==> src/cbm_pkg.sv <==
// ----------------------------------------------------------------------------
// cbm_pkg
// Shared types, codes and constants of the cosine best-match table.
// ----------------------------------------------------------------------------
package cbm_pkg;

    localparam int CBM_EMBED_DIM   = 512;
    localparam int CBM_MAX_ENTRIES = 64;

    localparam int ELEM_W  = 16;
    localparam int LABEL_W = 16;
    localparam int ENTRY_W = 6;
    localparam int SIM_W   = 16;
    localparam int CFG_ADDR_W = 3;

    // Word index of the threshold register (paddr bit 2).
    localparam logic REG_THRESHOLD = 1'b0;

    localparam logic [1:0] KIND_CLEAR = 2'd0;
    localparam logic [1:0] KIND_TMPL  = 2'd1;
    localparam logic [1:0] KIND_QUERY = 2'd2;

    localparam logic [2:0] ST_KNOWN   = 3'd0;
    localparam logic [2:0] ST_UNKNOWN = 3'd1;
    localparam logic [2:0] ST_STORED  = 3'd2;
    localparam logic [2:0] ST_FULL    = 3'd3;
    localparam logic [2:0] ST_BADLEN  = 3'd4;

    localparam logic signed [SIM_W-1:0] SIM_NONE = 16'sh8000;
    localparam logic signed [SIM_W-1:0] SIM_MAX  = 16'sh7FFF;

    typedef struct packed {
        logic [1:0]               kind;
        logic signed [ELEM_W-1:0] element_value;
        logic [LABEL_W-1:0]       template_label;
        logic                     element_last;
    } t_item;

    typedef struct packed {
        logic [2:0]              status;
        logic [ENTRY_W-1:0]      best_entry;
        logic [LABEL_W-1:0]      best_label;
        logic signed [SIM_W-1:0] best_similarity;
    } t_result;

endpackage

==> src/cbm_cfg.sv <==
// ----------------------------------------------------------------------------
// cbm_cfg
// APB register file holding the match threshold.
// ----------------------------------------------------------------------------
module cbm_cfg
    import cbm_pkg::*;
(
    input  logic                    i_clk,
    input  logic                    i_rst_n,
    input  logic                    psel,
    input  logic                    penable,
    input  logic                    pwrite,
    input  logic [CFG_ADDR_W-1:0]   paddr,
    input  logic [31:0]             pwdata,
    output logic [31:0]             prdata,
    output logic                    pready,
    output logic signed [SIM_W-1:0] o_threshold
);

    logic signed [SIM_W-1:0] r_threshold;
    logic                    hit;

    assign hit    = (paddr[2] == REG_THRESHOLD);
    assign pready = 1'b1;

    always_ff @(posedge i_clk) begin
        if (!i_rst_n) begin
            r_threshold <= '0;
        end else if (psel && penable && pwrite && hit) begin
            r_threshold <= pwdata[SIM_W-1:0];
        end
    end

    assign prdata      = hit ? {{(32-SIM_W){r_threshold[SIM_W-1]}}, r_threshold} : 32'd0;
    assign o_threshold = r_threshold;

endmodule

==> config.mk <==
export PLATFORM = sky130hd
export DESIGN_NAME = cbm_cfg
export DESIGN_NICKNAME = d
export VERILOG_FILES = /design/src/cbm_pkg.sv /design/src/cbm_cfg.sv
export SDC_FILE = /design/constraint.sdc
export NUM_CORES = 1
export LEC_CHECK = 0
export BUFFER_PORTS_ARGS = -buffer_cell sky130_fd_sc_hd__buf_4
export CAP_MARGIN = 5
export CORE_MARGIN = 2
export CORE_UTILIZATION = 35
export CTS_CLUSTER_DIAMETER = 100
export CTS_CLUSTER_SIZE = 30
export DETAILED_ROUTE_END_ITERATION = 6
export PLACE_DENSITY_LB_ADDON = 0.15
export RECOVER_POWER = 50
export SLEW_MARGIN = 20
export SYNTH_ARGS = -nofsm -noshare
export SYNTH_HDL_FRONTEND = slang
export SYNTH_SLANG_ARGS = --single-unit
==> constraint.sdc <==
create_clock -name i_clk -period 0.89 [get_ports i_clk]
set_input_delay 0.089 -clock i_clk [delete_from_list [all_inputs] [get_ports i_clk]]
set_output_delay 0.089 -clock i_clk [all_outputs]
set_load 0.01 [all_outputs]
# ---- Word-level counts from Yosys, hierarchy flattened
# Cells that the tools add are included.
dict set report totals {
  word_cells 6
  output_inout_bits 49
  inputBits 40
  regBits 16
}
dict set report classes {
  n_reduce_logical 3
  bitwise 1
  muxes 1
}
# cell count
set op_table {}
lappend op_table {{two-way mux 32 bit} 1}
lappend op_table {{logical AND 1 bit} 3}
lappend op_table {{NOT 1 bit} 1}

# ---- Longest topological paths before layout
# Gate-level depths: netlist (run 1).
dict set report logic_depth {
  word_depth 3
  mapped_depth 4
  mapped_depth_nobuf 2
}

# ---- Least setup slack after synthesis (run 1)
# Ideal clock, no wire load.
dict set report synth_path {
  path_kind {reg-to-output}
  start {register r_threshold[15], in the netlist o_threshold[15]}
  end {output port prdata[16]}
  t_required_ps 801
  stages_incl_launch_ff 3
  n_path_buf 1
  path_slack_ps -53
  arrival_time_ps 854
  cell_sequence {dfxtp_1 -> and2b_2 -> buf_4}
}
dict set report synth_between {
  elab_chain_cells 1
}
# item line_no
set synth_lines {}
lappend synth_lines {{start, declared} cbm_cfg.sv:20} ;# logic signed [SIM_W-1:0] r_threshold;
lappend synth_lines {{start signal, assigned} cbm_cfg.sv:30} ;# r_threshold <= pwdata[SIM_W-1:0];
lappend synth_lines {{two-way mux 32 bit} cbm_cfg.sv:34} ;# assign prdata = hit ? {{(32-SIM_W){r_threshold[SIM_W-1]}}, r_threshold} : 32'd0;
lappend synth_lines {{end, declared} cbm_cfg.sv:15} ;# output logic [31:0] prdata,
# Every way passes these cells.

# ---- Worst setup path after layout (run 1)
dict set report layout_path {
  start {register r_threshold[15], in the netlist o_threshold[15]}
  end {output port prdata[15]}
}
# The elaborated chain is that of the path after synthesis.

==> metrics.md, run 1 <==
| Metric | Value |
|---|---|
| Post-Route WL | `2390 µm` |
| Chip height | `54.8 µm` |
| Sequential Power Share | `0.493` |
| CP Launch Type | `flip-flop` |
| Antenna fix cells | `0` |
| Vias post-DR | `903` |
| # rows | `18` |
| Storage element area | `340 µm²` |
| WP data arrival | `1.01 ns` |
| Most frequent cells in the layout | `48 x buf_4, 34 x buf_6, 32 x nand2_1` |
| Synth unique cells | `11` |
| Average routed wire per standard cell | `11.9 µm` |
| P_int | `0.00115 W` |
| First-pass GRT wire length | `3170 µm` |
| Worst Path Max Fanout | `8` |
| Mapped Cells | `105` |
| Final hold vios | `0` |
| Count of pins over their slew limit | `0` |
| Max-Cap Viols | `0` |
| Area of the core | `2450 µm²` |
| Congestion Overflow GR | `0` |
| Largest register FFs | `16` |
| RD Place Congestion | `0.620` |
| Share of layout cells above drive strength 1 | `0.696` |
| Filler Cell Count | `215` |
| Sw Share | `0.239` |
| Initial DRC Count | `7` |
| Largest net degree at the start of global routing | `33` |
| CTS clk-pin slew, worst paths | `0.10 ns` |
| Commonest non-fill, non-tap cell in the layout | `buf_4` |
| Worst Skew | `0 ns` |
| First-pass iteration count of the detailed router | `4` |
| Max Freq | `910 MHz` |
| Fin crit share | `1.23` |
| Die area | `3000 µm²` |
| Worst skew pair latency | `0.28 ns` |
| Multi-input gate area | `480 µm²` |
| Critical Path, Cell by Cell | `and2b_4 -> buf_6` |
| Num CTS Buffers | `3` |
| Worst Path Buf+Inv | `1` |
| Initial antenna violation count | `0` |
| Clock sink count | `16` |
| Leak pwr | `0.781 nW` |
| Post-route minimum period | `1.10 ns` |
| Power after layout | `0.00151 W` |
| Clk root buf | `clkbuf_4` |
| Top Family by Delay on Critical Path | `flip-flops` |
| Dpl ws | `-0.0662 ns` |
| Synthesized flop and latch total | `16` |
| Worst setup margin | `-0.209 ns` |
| All-layer global routing usage | `0.145` |
| Final setup viols | `38` |
| Failing checks | `setup timing` |
| Critical Path End Type | `output port` |
| Die X | `54.8 µm` |
| Detailed Place HPWL | `1540 µm` |
| Vias/cell | `4.49` |
| Mean post-synth cell area | `8.60 µm²` |
| Sw power | `0.000361 W` |
| Logic pwr share | `0.191` |
| Slowest library cell on the worst path | `dfxtp_2` |
| Status | `finished with violations` |
| CTS tree | `done` |
| Slowest cell delay on critical path | `0.36 ns` |
| Syn Std Cell Area | `903 µm²` |
| Worst min path class | `input port to flip-flop` |
| Sequential fraction of the synthesis area | `0.355` |
| IO buf count | `69` |
| Clk pwr share | `0.316` |
| Clk buf depth | `2` |
| RSZ-0062 raised after global routing | `true` |
| Critical path required time | `0.80 ns` |
| Htree depth | `1` |
| Ports | `89` |
| Critical path type | `flip-flop to output port` |
| NumNets Final | `212` |
| Initial Util | `0.368` |
| Layout area overhead | `82.4%` |
| Post-route antenna net violation count | `0` |
| Pwr dens | `918 nW/µm²` |
| Synth warn | `0` |
| Placed Area | `1320 µm²` |
| Design area | `1650 µm²` |
| Peak VDD IR | `746 µV` |
| Syn_nets | `145` |
| DR DRC count | `0` |
| Vias in the first global route | `716` |
[logic make-up after synthesis]
family | synth area share
and+or+nand+nor | 0.271
buffers and inverters | 0.193
other | 0.00415
DFF | 0.355
muxes | 0.177
[per-layer routing]
| layer | up-vias | track usage | wire [µm] |
|---|---|---|---|
| met5 | - | 0 | 0 |
| met4 | 0 | 0.0500 | 13 |
| met3 | 2 | 0.0246 | 159 |
| met2 | 37 | 0.242 | 1370 |
| met1 | 421 | 0.186 | 852 |
| li1 | 443 | - | - |
[cells in the mapped netlist]
cell      instances  area [µm²]
clkbuf_1          4        15.0
buf_12            1        20.0
mux2i_1          16         160
buf_4            17         128
nor2b_1          10        62.6
dfxtp_1          16         320
conb_1            1        3.75
buf_6             1        11.3
nand2_1          32         120
and4b_1           1        10.0
and2b_2           6        52.6
[what timing repair did]
action	in CTS	in global routing
gates cloned	1	0
gates resized for setup	40	25
setup endpoints to repair	33	40
hold buffers	0	0
setup buffers	5	6
[final timing paths]
check | end | slack [ns] | depth (start not counted) | startpoint
max reg2reg | o_threshold[15] | 0.09 | 4 | o_threshold[15]
max | prdata[15] | -0.21 | 2 | o_threshold[15]
min | o_threshold[15] | 0.05 | 3 | pwdata[15]
min reg2reg | o_threshold[14] | 0.47 | 2 | o_threshold[14]
[power groups by stage]
| stage | Clock, W | Combinational (W) | Sequential, W |
|---|---|---|---|
| floorplan | 0 | 0.000110 | 0.000765 |
| global placement | 0 | 0.000233 | 0.000758 |
| detailed placement | 0 | 0.000237 | 0.000759 |
| CTS | 0.000503 | 0.000260 | 0.000744 |
| global route | 0.000545 | 0.000315 | 0.000748 |
| finish | 0.000478 | 0.000289 | 0.000746 |
[stage by stage]
stage,instances,setup TNS [ns],utilization,hold WS (ns)
detailed placement,185,-0.727,0.536,0.354
global route,201,-7.04,0.671,0.0314
finish,201,-5.00,0.671,0.0473
floorplan,105,0,-,0.231
global placement,185,-0.849,0.536,0.347
CTS,195,-5.16,0.612,0.0379
[cell type report]
type | count | area share
sequential | 16 | 0.207
tap | 30 | 0.0228
timing repair buffer | 84 | 0.457
multi-input combinational | 67 | 0.292
clock buffer | 4 | 0.0220
[worst register-to-register path: cells and delay by family, from the launching register on]
kind                   cells  cell delay [ns]
flip-flops                 1             0.35
multiplexers               1             0.06
AND/OR/NAND/NOR            1             0.04
buffers and inverters      2             0.24
No activity file was read; power rests on OpenSTA's default activity.
==> run 2, diff against run 1 <==
PLACE_DENSITY_LB_ADDON = 0.25   (was 0.15)
REMOVE_ABC_BUFFERS = 1   (was unset)
==> run 2 against run 1 <==
  * The run still ends with setup timing left
  * Sequential share of layout area increased by 0.65 points
  * Setup slack improved by 0.00070 ns
  * First-iteration DRC count decreased by 43%
  * Power decreased by 7.2%
  * Global-route usage rose by 2.3 points
  * Sequential power hardly changed
  * Die area did not move
  * Via count down 3.4%
  * Sequential cell count is the same
  * Combinational power decreased by 1%
  * Wire length increased by 4.7%
  * Critical endpoint is now prdata[16]
==> metrics.md, run 2 (synthesized netlist as in run 1, its figures left out) <==
| Metric | Value |
|---|---|
| Critical path type | `flip-flop to output port` |
| Final setup viols | `38 (unchanged)` |
| Clk buf depth | `2 (unchanged)` |
| Slowest cell delay on critical path | `0.36 ns (about the same)` |
| FF-to-FF Start | `o_threshold[15]` |
| All-layer global routing usage | `0.168 (+0.0232)` |
| Max Freq | `911 MHz (about the same)` |
| Worst Skew | `0 ns (unchanged)` |
| Congestion Overflow GR | `0 (unchanged)` |
| CTS hold repair buffers | `0 (unchanged)` |
| Ports | `89 (unchanged)` |
| Register-to-register setup slack | `0.09 ns (about the same)` |
| WP data arrival | `1.01 ns (about the same)` |
| Peak VDD IR | `796 µV (+6.6%)` |
| Status | `finished with violations` |
| Max-Cap Viols | `0 (unchanged)` |
| RD Place Congestion | `0.728 (+17%)` |
| Power after layout | `0.00140 W (-7.2%)` |
| Top Family by Delay on Critical Path | `flip-flops` |
| Vias post-DR | `872 (-3.4%)` |
| Post-Route WL | `2510 µm (+4.7%)` |
| Failing checks | `setup timing` |
| Worst skew pair latency | `0.27 ns (about the same)` |
| First-pass iteration count of the detailed router | `4 (unchanged)` |
| Worst Path Max Fanout | `8 (unchanged)` |
| First-pass GRT wire length | `3550 µm (+12%)` |
| Worst Path Buf+Inv | `1 (unchanged)` |
| Worst hold start | `pwdata[7]` |
| Most frequent cells in the layout | `50 x buf_4, 32 x nand2_1, 31 x buf_6` |
| Die X | `54.8 µm (unchanged)` |
| Num CTS Buffers | `3 (unchanged)` |
| Final Util | `0.651 (-0.0204)` |
| Pwr dens | `878 nW/µm² (-4.3%)` |
| Initial Util | `0.368 (unchanged)` |
| Critical path required time | `0.80 ns (about the same)` |
| Dpl ws | `-0.104 ns (-0.0376 ns)` |
| CTS tree | `done` |
| Initial DRC Count | `4 (-3)` |
| IO buf count | `69 (unchanged)` |
| Filler Cell Count | `206 (-4.2%)` |
| Vias in the first global route | `794 (+11%)` |
| Vias/cell | `4.40 (-2.0%)` |
| # rows | `18 (unchanged)` |
| Htree depth | `1 (unchanged)` |
| Layout area overhead | `76.9%` |
| Chip height | `54.8 µm (unchanged)` |
| Commonest non-fill, non-tap cell in the layout | `buf_4` |
| CP Launch Type | `flip-flop` |
| Average routed wire per standard cell | `12.7 µm (+6.3%)` |
| Initial antenna violation count | `0 (unchanged)` |
| Post-route antenna net violation count | `0 (unchanged)` |
| Fin crit share | `1.23 (about the same)` |
| Post-route minimum period | `1.10 ns (-0.000701 ns)` |
| Worst min path class | `input port to flip-flop` |
| CP startpoint | `o_threshold[15]` |
| Share of layout cells above drive strength 1 | `0.679 (-0.0173)` |
| Final hold vios | `0 (unchanged)` |
| Detailed Place HPWL | `1610 µm (+4.4%)` |
| Worst hold margin | `0.0466 ns (-0.000662 ns)` |
| Slowest library cell on the worst path | `dfxtp_2` |
| CTS clk-pin slew, worst paths | `0.09 ns (about the same)` |
| Critical Path, Cell by Cell | `and2b_4 -> buf_6` |
| Area of the core | `2450 µm² (unchanged)` |
| Count of pins over their slew limit | `0 (unchanged)` |
| Die area | `3000 µm² (unchanged)` |
| Clk root buf | `clkbuf_4` |
| Largest net degree at the start of global routing | `33 (unchanged)` |
| Largest register FFs | `16 (unchanged)` |
| DR DRC count | `0 (unchanged)` |
| Clock sink count | `16 (unchanged)` |
| NumNets Final | `210 (-0.94%)` |
| Antenna fix cells | `0 (unchanged)` |
| Storage element area | `340 µm² (unchanged)` |
| Worst setup margin | `-0.208 ns (+0.000701 ns)` |
| Leak pwr | `0.761 nW (-2.5%)` |
| Critical Path End Type | `output port` |
| RSZ-0062 raised after global routing | `true` |
| Multi-input gate area | `465 µm² (-3.1%)` |
[run 2: cell type report]
type | instances | area share
Clock buffer | 3 | 0.0141
Multi-Input combinational cell | 67 | 0.291
Sequential cell | 16 | 0.213
Tap cell | 30 | 0.0235
Timing Repair Buffer | 82 | 0.458
[run 2: repair_timing]
item | CTS | global route
gates resized for setup | 42 | 17
setup endpoints to repair | 33 | 38
cloned | 1 | 0
setup buffers | 5 | 4
[run 2: layer usage]
layer,vias up,share of wire,track usage
met5,-,0,0
met4,0,0.0048,0.0625
met3,2,0.057,0.0246
met2,32,0.56,0.329
met1,397,0.38,0.177
li1,441,-,-
[run 2: worst paths after layout]
kind | to | depth (start not counted)
min | o_threshold[7] | 3
max reg2reg | o_threshold[15] | 4
min reg2reg | o_threshold[4] | 2
max | prdata[16] | 2
[run 2: tightest hold or removal path: stages]
cell     delay, ns
buf_4         0.11
nand2_1       0.04
mux2i_1       0.05
[run 2: per-stage QoR]
stage	cells	TNS, ns	cell area, µm²
3_3_place_gp	185	-0.895	1330
6_report	198	-4.77	1600
4_1_cts	194	-4.86	1510
3_5_place_dp	185	-1.34	1330
5_1_grt	198	-6.53	1600
2_1_floorplan	82	-8.53	729
[run 2: power by group]
group | internal, W | switching, W | leakage (nW)
combinational | 0.000165 | 0.000120 | 0.610
sequential | 0.000734 | 0.0000118 | 0.137
clock | 0.000157 | 0.000216 | 0.0138
