`config.mk`:
```
export PLATFORM = sky130hd
export DESIGN_NAME = cbm_score
export DESIGN_NICKNAME = d
export VERILOG_FILES = /design/src/cbm_pkg.sv /design/src/cbm_score.sv
export SDC_FILE = /design/constraint.sdc
export NUM_CORES = 2
export LEC_CHECK = 0
export BUFFER_PORTS_ARGS = -buffer_cell sky130_fd_sc_hd__buf_2
export CORE_ASPECT_RATIO = 0.7
export CORE_MARGIN = 3
export CORE_UTILIZATION = 37
export CTS_CLUSTER_SIZE = 10
export DETAILED_ROUTE_END_ITERATION = 6
export SYNTH_ARGS = -nofsm -noshare
export SYNTH_HDL_FRONTEND = slang
export SYNTH_SLANG_ARGS = --single-unit
```
`constraint.sdc`:
```
create_clock -name i_clk -period 26.5 [get_ports i_clk]
set_input_delay 2.65 -clock i_clk [delete_from_list [all_inputs] [get_ports i_clk]]
set_output_delay 2.65 -clock i_clk [all_outputs]
set_load 0.01 [all_outputs]
```
`src/cbm_pkg.sv`:
```
// ----------------------------------------------------------------------------
// cbm_pkg
// Shared types, codes and constants of the cosine best-match table.
// ----------------------------------------------------------------------------
package cbm_pkg;

    localparam int CBM_EMBED_DIM   = 512;
    localparam int CBM_MAX_ENTRIES = 64;

    localparam int ELEM_W  = 16;
    localparam int LABEL_W = 16;
    localparam int ENTRY_W = 6;
    localparam int SIM_W   = 16;
    localparam int CFG_ADDR_W = 3;

    // Word index of the threshold register (paddr bit 2).
    localparam logic REG_THRESHOLD = 1'b0;

    localparam logic [1:0] KIND_CLEAR = 2'd0;
    localparam logic [1:0] KIND_TMPL  = 2'd1;
    localparam logic [1:0] KIND_QUERY = 2'd2;

    localparam logic [2:0] ST_KNOWN   = 3'd0;
    localparam logic [2:0] ST_UNKNOWN = 3'd1;
    localparam logic [2:0] ST_STORED  = 3'd2;
    localparam logic [2:0] ST_FULL    = 3'd3;
    localparam logic [2:0] ST_BADLEN  = 3'd4;

    localparam logic signed [SIM_W-1:0] SIM_NONE = 16'sh8000;
    localparam logic signed [SIM_W-1:0] SIM_MAX  = 16'sh7FFF;

    typedef struct packed {
        logic [1:0]               kind;
        logic signed [ELEM_W-1:0] element_value;
        logic [LABEL_W-1:0]       template_label;
        logic                     element_last;
    } t_item;

    typedef struct packed {
        logic [2:0]              status;
        logic [ENTRY_W-1:0]      best_entry;
        logic [LABEL_W-1:0]      best_label;
        logic signed [SIM_W-1:0] best_similarity;
    } t_result;

endpackage

```
`src/cbm_score.sv`:
```
// ----------------------------------------------------------------------------
// cbm_score
// Turns a dot product and two squared norms into a Q1.15 cosine score.
// Products are built from half-width partial products, then a bit-serial
// square root search finds the largest s with den * s^2 <= dot^2 << 30.
// ----------------------------------------------------------------------------
module cbm_score
    import cbm_pkg::*;
#(
    parameter int NORM_W = 40
) (
    input  logic                    i_clk,
    input  logic                    i_rst_n,
    input  logic                    i_start,
    input  logic signed [NORM_W:0]  i_dot,
    input  logic [NORM_W-1:0]       i_qn,
    input  logic [NORM_W-1:0]       i_tn,
    output logic                    o_done,
    output logic signed [SIM_W-1:0] o_score
);

    localparam int H     = (NORM_W + 1) / 2;
    localparam int PW    = NORM_W + H;
    localparam int DEN_W = 2 * NORM_W;
    localparam int RHS_W = 2 * NORM_W + 30;
    localparam int AW    = RHS_W + 2;

    localparam logic [2:0] C_IDLE = 3'd0;
    localparam logic [2:0] C_M0   = 3'd1;
    localparam logic [2:0] C_M1   = 3'd2;
    localparam logic [2:0] C_M2   = 3'd3;
    localparam logic [2:0] C_M3   = 3'd4;
    localparam logic [2:0] C_SQ   = 3'd5;
    localparam logic [2:0] C_OUT  = 3'd6;

    logic [2:0]              r_state;
    logic [NORM_W-1:0]       r_qn, r_tn, r_mag;
    logic                    r_neg;
    logic [DEN_W-1:0]        r_den;
    logic [RHS_W-1:0]        r_rhs;
    logic [AW-1:0]           r_s, r_e, r_d;
    logic [15:0]             r_lo;
    logic [3:0]              r_bit;
    logic                    r_done;
    logic signed [SIM_W-1:0] r_score;

    logic [NORM_W-1:0] mul_a;
    logic [H-1:0]      mul_b;
    logic [PW-1:0]     prod;
    logic [AW-1:0]     trial;
    logic              fits;
    logic signed [NORM_W:0] dot_abs;

    always_comb begin
        mul_a = r_mag;
        mul_b = r_mag[H-1:0];
        case (r_state)
            C_M0: begin
                mul_a = r_qn;
                mul_b = r_tn[H-1:0];
            end
            C_M1: begin
                mul_a = r_qn;
                mul_b = H'(r_tn[NORM_W-1:H]);
            end
            C_M3: begin
                mul_b = H'(r_mag[NORM_W-1:H]);
            end
            default: begin
            end
        endcase
    end

    assign prod    = PW'(mul_a) * PW'(mul_b);
    assign trial   = r_s + r_e + r_d;
    assign fits    = (trial <= AW'(r_rhs));
    assign dot_abs = i_dot[NORM_W] ? -i_dot : i_dot;

    always_ff @(posedge i_clk) begin
        if (!i_rst_n) begin
            r_state <= C_IDLE;
            r_done  <= 1'b0;
        end else begin
            r_done <= 1'b0;
            unique case (r_state)
                C_IDLE: begin
                    if (i_start) begin
                        r_qn  <= i_qn;
                        r_tn  <= i_tn;
                        r_neg <= i_dot[NORM_W];
                        r_mag <= dot_abs[NORM_W-1:0];
                        if (i_qn == '0 || i_tn == '0) begin
                            r_score <= SIM_NONE;
                            r_done  <= 1'b1;
                        end else begin
                            r_state <= C_M0;
                        end
                    end
                end
                C_M0: begin
                    r_den   <= DEN_W'(prod);
                    r_state <= C_M1;
                end
                C_M1: begin
                    r_den   <= r_den + (DEN_W'(prod) << H);
                    r_state <= C_M2;
                end
                C_M2: begin
                    r_rhs   <= RHS_W'(prod);
                    r_state <= C_M3;
                end
                C_M3: begin
                    r_rhs   <= (r_rhs + (RHS_W'(prod) << H)) << 30;
                    r_d     <= AW'(r_den) << 30;
                    r_e     <= '0;
                    r_s     <= '0;
                    r_lo    <= '0;
                    r_bit   <= 4'd15;
                    r_state <= C_SQ;
                end
                C_SQ: begin
                    // r_e tracks den*lo shifted by (bit+1), r_d tracks den shifted by 2*bit.
                    if (fits) begin
                        r_s  <= trial;
                        r_lo <= r_lo | (16'd1 << r_bit);
                        r_e  <= (r_e >> 1) + r_d;
                    end else begin
                        r_e  <= r_e >> 1;
                    end
                    r_d <= r_d >> 2;
                    if (r_bit == 4'd0) begin
                        r_state <= C_OUT;
                    end else begin
                        r_bit <= r_bit - 4'd1;
                    end
                end
                C_OUT: begin
                    if (r_neg) begin
                        r_score <= -$signed(r_lo);
                    end else if (r_lo[15]) begin
                        r_score <= SIM_MAX;
                    end else begin
                        r_score <= $signed(r_lo);
                    end
                    r_done  <= 1'b1;
                    r_state <= C_IDLE;
                end
                default: r_state <= C_IDLE;
            endcase
        end
    end

    assign o_done  = r_done;
    assign o_score = r_score;

endmodule

```
* Word-level counts from Yosys, hierarchy flattened
Cells that the tools add are included.
Widths: inputs -> output; s select.
** Word-level totals
- Bits in read-only memories :: 0
- Output and inout port bits :: 17
- Bits in latches :: 0
- Memory bits (writable) :: 0
- Memories kept :: 0
- Bits in registers :: 687
** Cells by class
- Shift-type cells :: 1
- Div/mod/pow operators :: 0
- Reductions and logical operators :: 18
- Multipliers :: 1
- Magnitude comparators :: 1
- Bitwise logic cells :: 1
- Multiplexer cells :: 26
- Add/subtract/negate cells :: 8
- Equality and inequality tests :: 12
** Operator list (number)
- $pmux 112 s2 :: 3
- $add 112x112->112 :: 2
- $mux 112 :: 2
- $pmux 110 s2 :: 1
- $add 80x80->80 :: 2
- $pmux 80 s2 :: 1
- $add 111x112->112 :: 1
- $le 112x110->1 :: 1
- $logic_not 40->1 :: 2
- $mux 40 :: 2
- $mux 16 :: 4
- $pmux 16 s2 :: 2
- $mul 40x20->60 :: 1
- $pmux 20 s3 :: 1
- $neg 40->40 :: 1
- $pmux 3 s6 :: 1
- $neg 16->16 :: 1
- $or 16x16->16 :: 1
- $shl 1x4->16 const A :: 1
- $mux 15 :: 1
- $ne 2x2->1 const B :: 6
- $reduce_and 3->1 :: 4
- $eq 3x3->1 const B :: 3
- $mux 3 :: 3
- other kinds (14) :: 21

* Logic depth before layout (Yosys ltp)
- Word-level depth :: 6
- Depth in mapped cells :: 50

* Least setup slack after synthesis
Ideal clock, no wire load.
- Path type :: register to register
- From :: register r_e[1]
- To :: register r_lo[0], enable pin
- Stages on the path, launching flop included :: 28
- Arrival time :: 11965 ps
- Buffers on the path :: 2
- Setup slack :: 13918 ps
- Setup time :: 617 ps
- Cells stage by stage :: edfxtp_1 > fa_1 > ha_1 > fa_1 > a211oi_1 > o21ai_0 > and2_1 > o41ai_2 > a2111oi_0 > o21ai_0 > a22oi_1 > a21oi_1 > o31ai_1 > a221oi_1 > xnor2_1 > ha_1 > nand2_1 > nor4_2 > nand3_1 > or4_1 > nor3_1 > inv_1 > or4_1 > a211o_1 > buf_2 > and2_0 > clkbuf_1 > nor2_1
** Between the ends
- Cells in the longest elaborated chain, start to end :: 5
** RTL lines
- start: declaration :: line cbm_score.sv:41 : logic [AW-1:0] r_s, r_e, r_d;
- start signal: assignment :: line cbm_score.sv:126 : r_e <= (r_e >> 1) + r_d;
- start signal: assignment :: line cbm_score.sv:128 : r_e <= r_e >> 1;
- $add 112x112->112 (2 in a row) :: line cbm_score.sv:75 : assign trial = r_s + r_e + r_d;
- net trial[109] :: line cbm_score.sv:50 : logic [AW-1:0] trial;
- $le 112x110->1 :: line cbm_score.sv:76 : assign fits = (trial <= AW'(r_rhs));
- $ne 2x2->1 (no source line)
- $reduce_and 3->1 (no source line)
- end signal: assignment :: line cbm_score.sv:125 : r_lo <= r_lo | (16'd1 << r_bit);
- end: declaration :: line cbm_score.sv:42 : logic [15:0] r_lo;
The timed path passes the listed nets, and every way through them passes these cells.
A chain may end at the register's enable or synchronous reset.

* Worst setup path after layout
- From :: register r_state[0]
- To :: register r_rhs[106], data pin
** Between the ends
- Cells in the longest elaborated chain, start to end :: 6
** RTL lines
- start: declaration :: line cbm_score.sv:36 : logic [2:0] r_state;
- start signal: assignment :: line cbm_score.sv:81 : r_state <= C_IDLE;
- start signal: assignment :: line cbm_score.sv:96 : r_state <= C_M0;
- start signal: assignment :: line cbm_score.sv:102 : r_state <= C_M1;
- $eq 3x2->1 / $eq 3x1->1 (equally long branches) :: line cbm_score.sv:57 : case (r_state)
- $reduce_or 2->1 (no source line)
- $mux 40 :: line cbm_score.sv:57
- $mul 40x20->60 :: line cbm_score.sv:74 : assign prod = PW'(mul_a) * PW'(mul_b);
- $add 80x80->80 :: line cbm_score.sv:113 : r_rhs <= (r_rhs + (RHS_W'(prod) << H)) << 30;
- $pmux 110 s2 (*) :: line cbm_score.sv:85 : unique case (r_state)
- end signal: assignment :: line cbm_score.sv:109 : r_rhs <= RHS_W'(prod);
- end signal: assignment :: line cbm_score.sv:113
- end: declaration :: line cbm_score.sv:40 : logic [RHS_W-1:0] r_rhs;
Mark *: on every way between the ends. The rest lies on a longest branch, timed or not.

==> impl_metrics.json <==
{
  "synth_area_per_cell_um2": 9.12,
  "port_buffers": 140,
  "drt-total-wl_um": 287000,
  "drive_gt1_share_pct": 5.50,
  "finClkSkew_ns": 0.0575,
  "root_buffer": "clkbuf_16",
  "post_cts_buffers": 0,
  "synth_edf_count": 681,
  "viasPerCell": 5.78,
  "fp-row-count": 140,
  "synthTopCellsByArea": "edfxtp_1 (26%), fa_1 (20%), ha_1 (10%), nand2_1 (5.7%), inv_1 (4.6%)",
  "min_path_type": "reg2reg",
  "end_kind": "register",
  "die_x_um": 557,
  "grt_usage_pct": 25.9,
  "core_mm2": 0.210,
  "synth_compound_area_share_pct": 14.5,
  "drv_cap": 0,
  "antenna_found_initial": 7,
  "synth_top_family_by_area": "adder cells",
  "grt_pass1_vias": 64336,
  "final_max_slew_viol_count": 0,
  "ctsResizeCount": 0,
  "hold_viol": 0,
  "placed_area_mm2": 0.0822,
  "critPathSlowestCell": "mux2i_1",
  "syn_area_mm2": 0.0786,
  "syn_nets": 10155,
  "startpoint": "r_state[0]",
  "yosys-top-cells-count": "nand2_1 (1187), inv_1 (966), nor2_1 (804)",
  "h-tree-depth": 3,
  "status": "complete, but fails checks",
  "hold_depth": 2,
  "hold_start": "r_den[19]",
  "tns_ns": 0,
  "clk_pin_slew_ns": 0.07,
  "ios": 141,
  "reg2reg_slack_ns": 13.15,
  "syn_inst": 8610,
  "critPathKind": "reg2reg",
  "r2r_end": "r_rhs[106]",
  "cts_tree": "done",
  "num_vias": 65700,
  "max_freq_mhz": 74.9,
  "synth_cell_types": 90,
  "worstPathRequired_ns": 26.90,
  "cp.arrival_ns": 13.76,
  "crit_path_max_fanout": 45,
  "cts_hold_buf": 0,
  "r2r_cells": 40,
  "place.gp.congestion": 0.969,
  "setup_viol": 0,
  "max_stage_delay_ns": 0.97,
  "rsz0062_at_grt": "false",
  "holdWs_ns": 0.543,
  "synthArstFlopShare_pct": 0,
  "slew_headroom_pct": 2.01,
  "clkLatencyLatePin_ns": 0.72,
  "hpwl_um": 227000,
  "layout.nets": 10104,
  "endpoint": "r_rhs[106]",
  "synth_top_cell_by_area": "edfxtp_1",
  "synth.most_common_cell": "nand2_1",
  "synthMuxAreaShare_pct": 2.43,
  "areaGrowthSynthToFinish_pct": 7.95,
  "yosys_warnings": 0,
  "overflow": 0,
  "wl_per_cell_um": 25.2,
  "ys_ff_latch": 685,
  "synth-xor-area-share_pct": 4.58,
  "path_common_cell": "fa_1",
  "grt_pass1_wl_um": 424000,
  "crit-reg2reg-launch": "r_state[0]",
  "drt.antenna.violating_nets": 0,
  "dieArea_mm2": 0.218,
  "drtPass1Iterations": 7,
  "yosysTopAreaCellShare_pct": 26.0,
  "fin_crit_sh_pct": 50.4,
  "fin_area_mm2": 0.0848,
  "yosys.area_share.adder_pct": 30.2,
  "die_h_um": 392,
  "numCtsBuffers": 86,
  "drc": 7,
  "grt_max_degree": 91,
  "ys.flop_type": "edfxtp_1",
  "tightest_slew_ns": 1.46,
  "violations": "DRC",
  "clkSinkCount": 685,
  "synth-simple-area-share_pct": 15.6,
  "clockBufferDepth": 3,
  "drt_iter0_markers": 8119,
  "ys_seq_area_share_pct": 26.1,
  "cp-start-kind": "register",
  "initial_core_util_pct": 37.5,
  "period_needed_ns": 13.35
}
-- final cells by class --
cell class	instances	area (um^2)
fill	20624	125000
multi-input combinational	6578	53100
antenna	4	10.0
clock inverter	30	363
timing repair buffer	242	1470
inverter	966	3630
clock buffer	99	2200
tap	2769	3460
sequential	685	20500
-- worst min-delay path by stage --
stage	endpoint	slack [ns]
5_1_grt	r_d[47]	0.56
2_1_floorplan	r_d[30]	0.49
4_1_cts	r_d[49]	0.54
3_3_place_gp	r_d[47]	0.51
6_report	r_d[49]	0.54
3_5_place_dp	r_d[49]	0.53
-- stage by stage --
step	std cells	utilization [%]	setup WS, ns
final	11373	40.5	13.15
after global routing	11371	40.5	12.70
after CTS	11369	40.5	13.39
after detailed placement	11240	39.3	13.51
after global placement	11240	39.3	13.53
after floorplan	8610	-	13.92
-- kinds of logic (layout without fill, tap and decap cells) --
family	after synthesis	in the layout
AOI/OAI and AO/OA	1788	1788
xor gates and xnor gates	411	411
adders and majority gates	1421	1421
buffers and inverters	1347	1337
DFF	685	685
muxes	185	185
other	0	4
and+or+nand+nor	2773	2773
-- per-layer routing --
| layer | global-route usage [%] | up-vias | wire length, um |
|---|---|---|---|
| li1 | - | 29286 | - |
| met1 | 39.8 | 32441 | 133000 |
| met2 | 35.2 | 3539 | 111000 |
| met3 | 6.99 | 434 | 34000 |
| met4 | 6.83 | 0 | 8790 |
| met5 | 0 | - | 0 |
-- state kept, by name, indices dropped and copies added (netlist names) --
register,count
r_d,110
o_score,16
r_bit,4
r_e,112
r_tn,40
r_s,112
r_lo,16
r_den,80
r_qn,40
r_neg,1
r_mag,40
r_state,3
r_rhs,110
o_done,1
-- cell usage in the layout (no fill, tap or decap), types with 160 or more instances in the layout --
cell,Yosys,routed
o21ai_0,373,373
fa_1,794,794
and2_1,162,160
inv_1,966,965
edfxtp_1,681,681
nand2_1,1187,1184
a21oi_1,555,554
ha_1,627,627
xnor2_1,258,256
nor2_1,804,799
a21o_1,266,266
-- worst max-delay path: cells and delay by family, from the launching register on --
kind                       cells  cell delay (ns)
adders and majority gates      9             4.43
xor gates and xnor gates       2             1.16
and+or+nand+nor                6             1.41
DFF                            1             0.32
buffers and inverters          9             1.72
AOI/OAI and AO/OA             12             2.72
muxes                          2             1.18
Power is not shown: default switching activity piles up to over one toggle a cycle in this logic, so the estimate is an artifact.
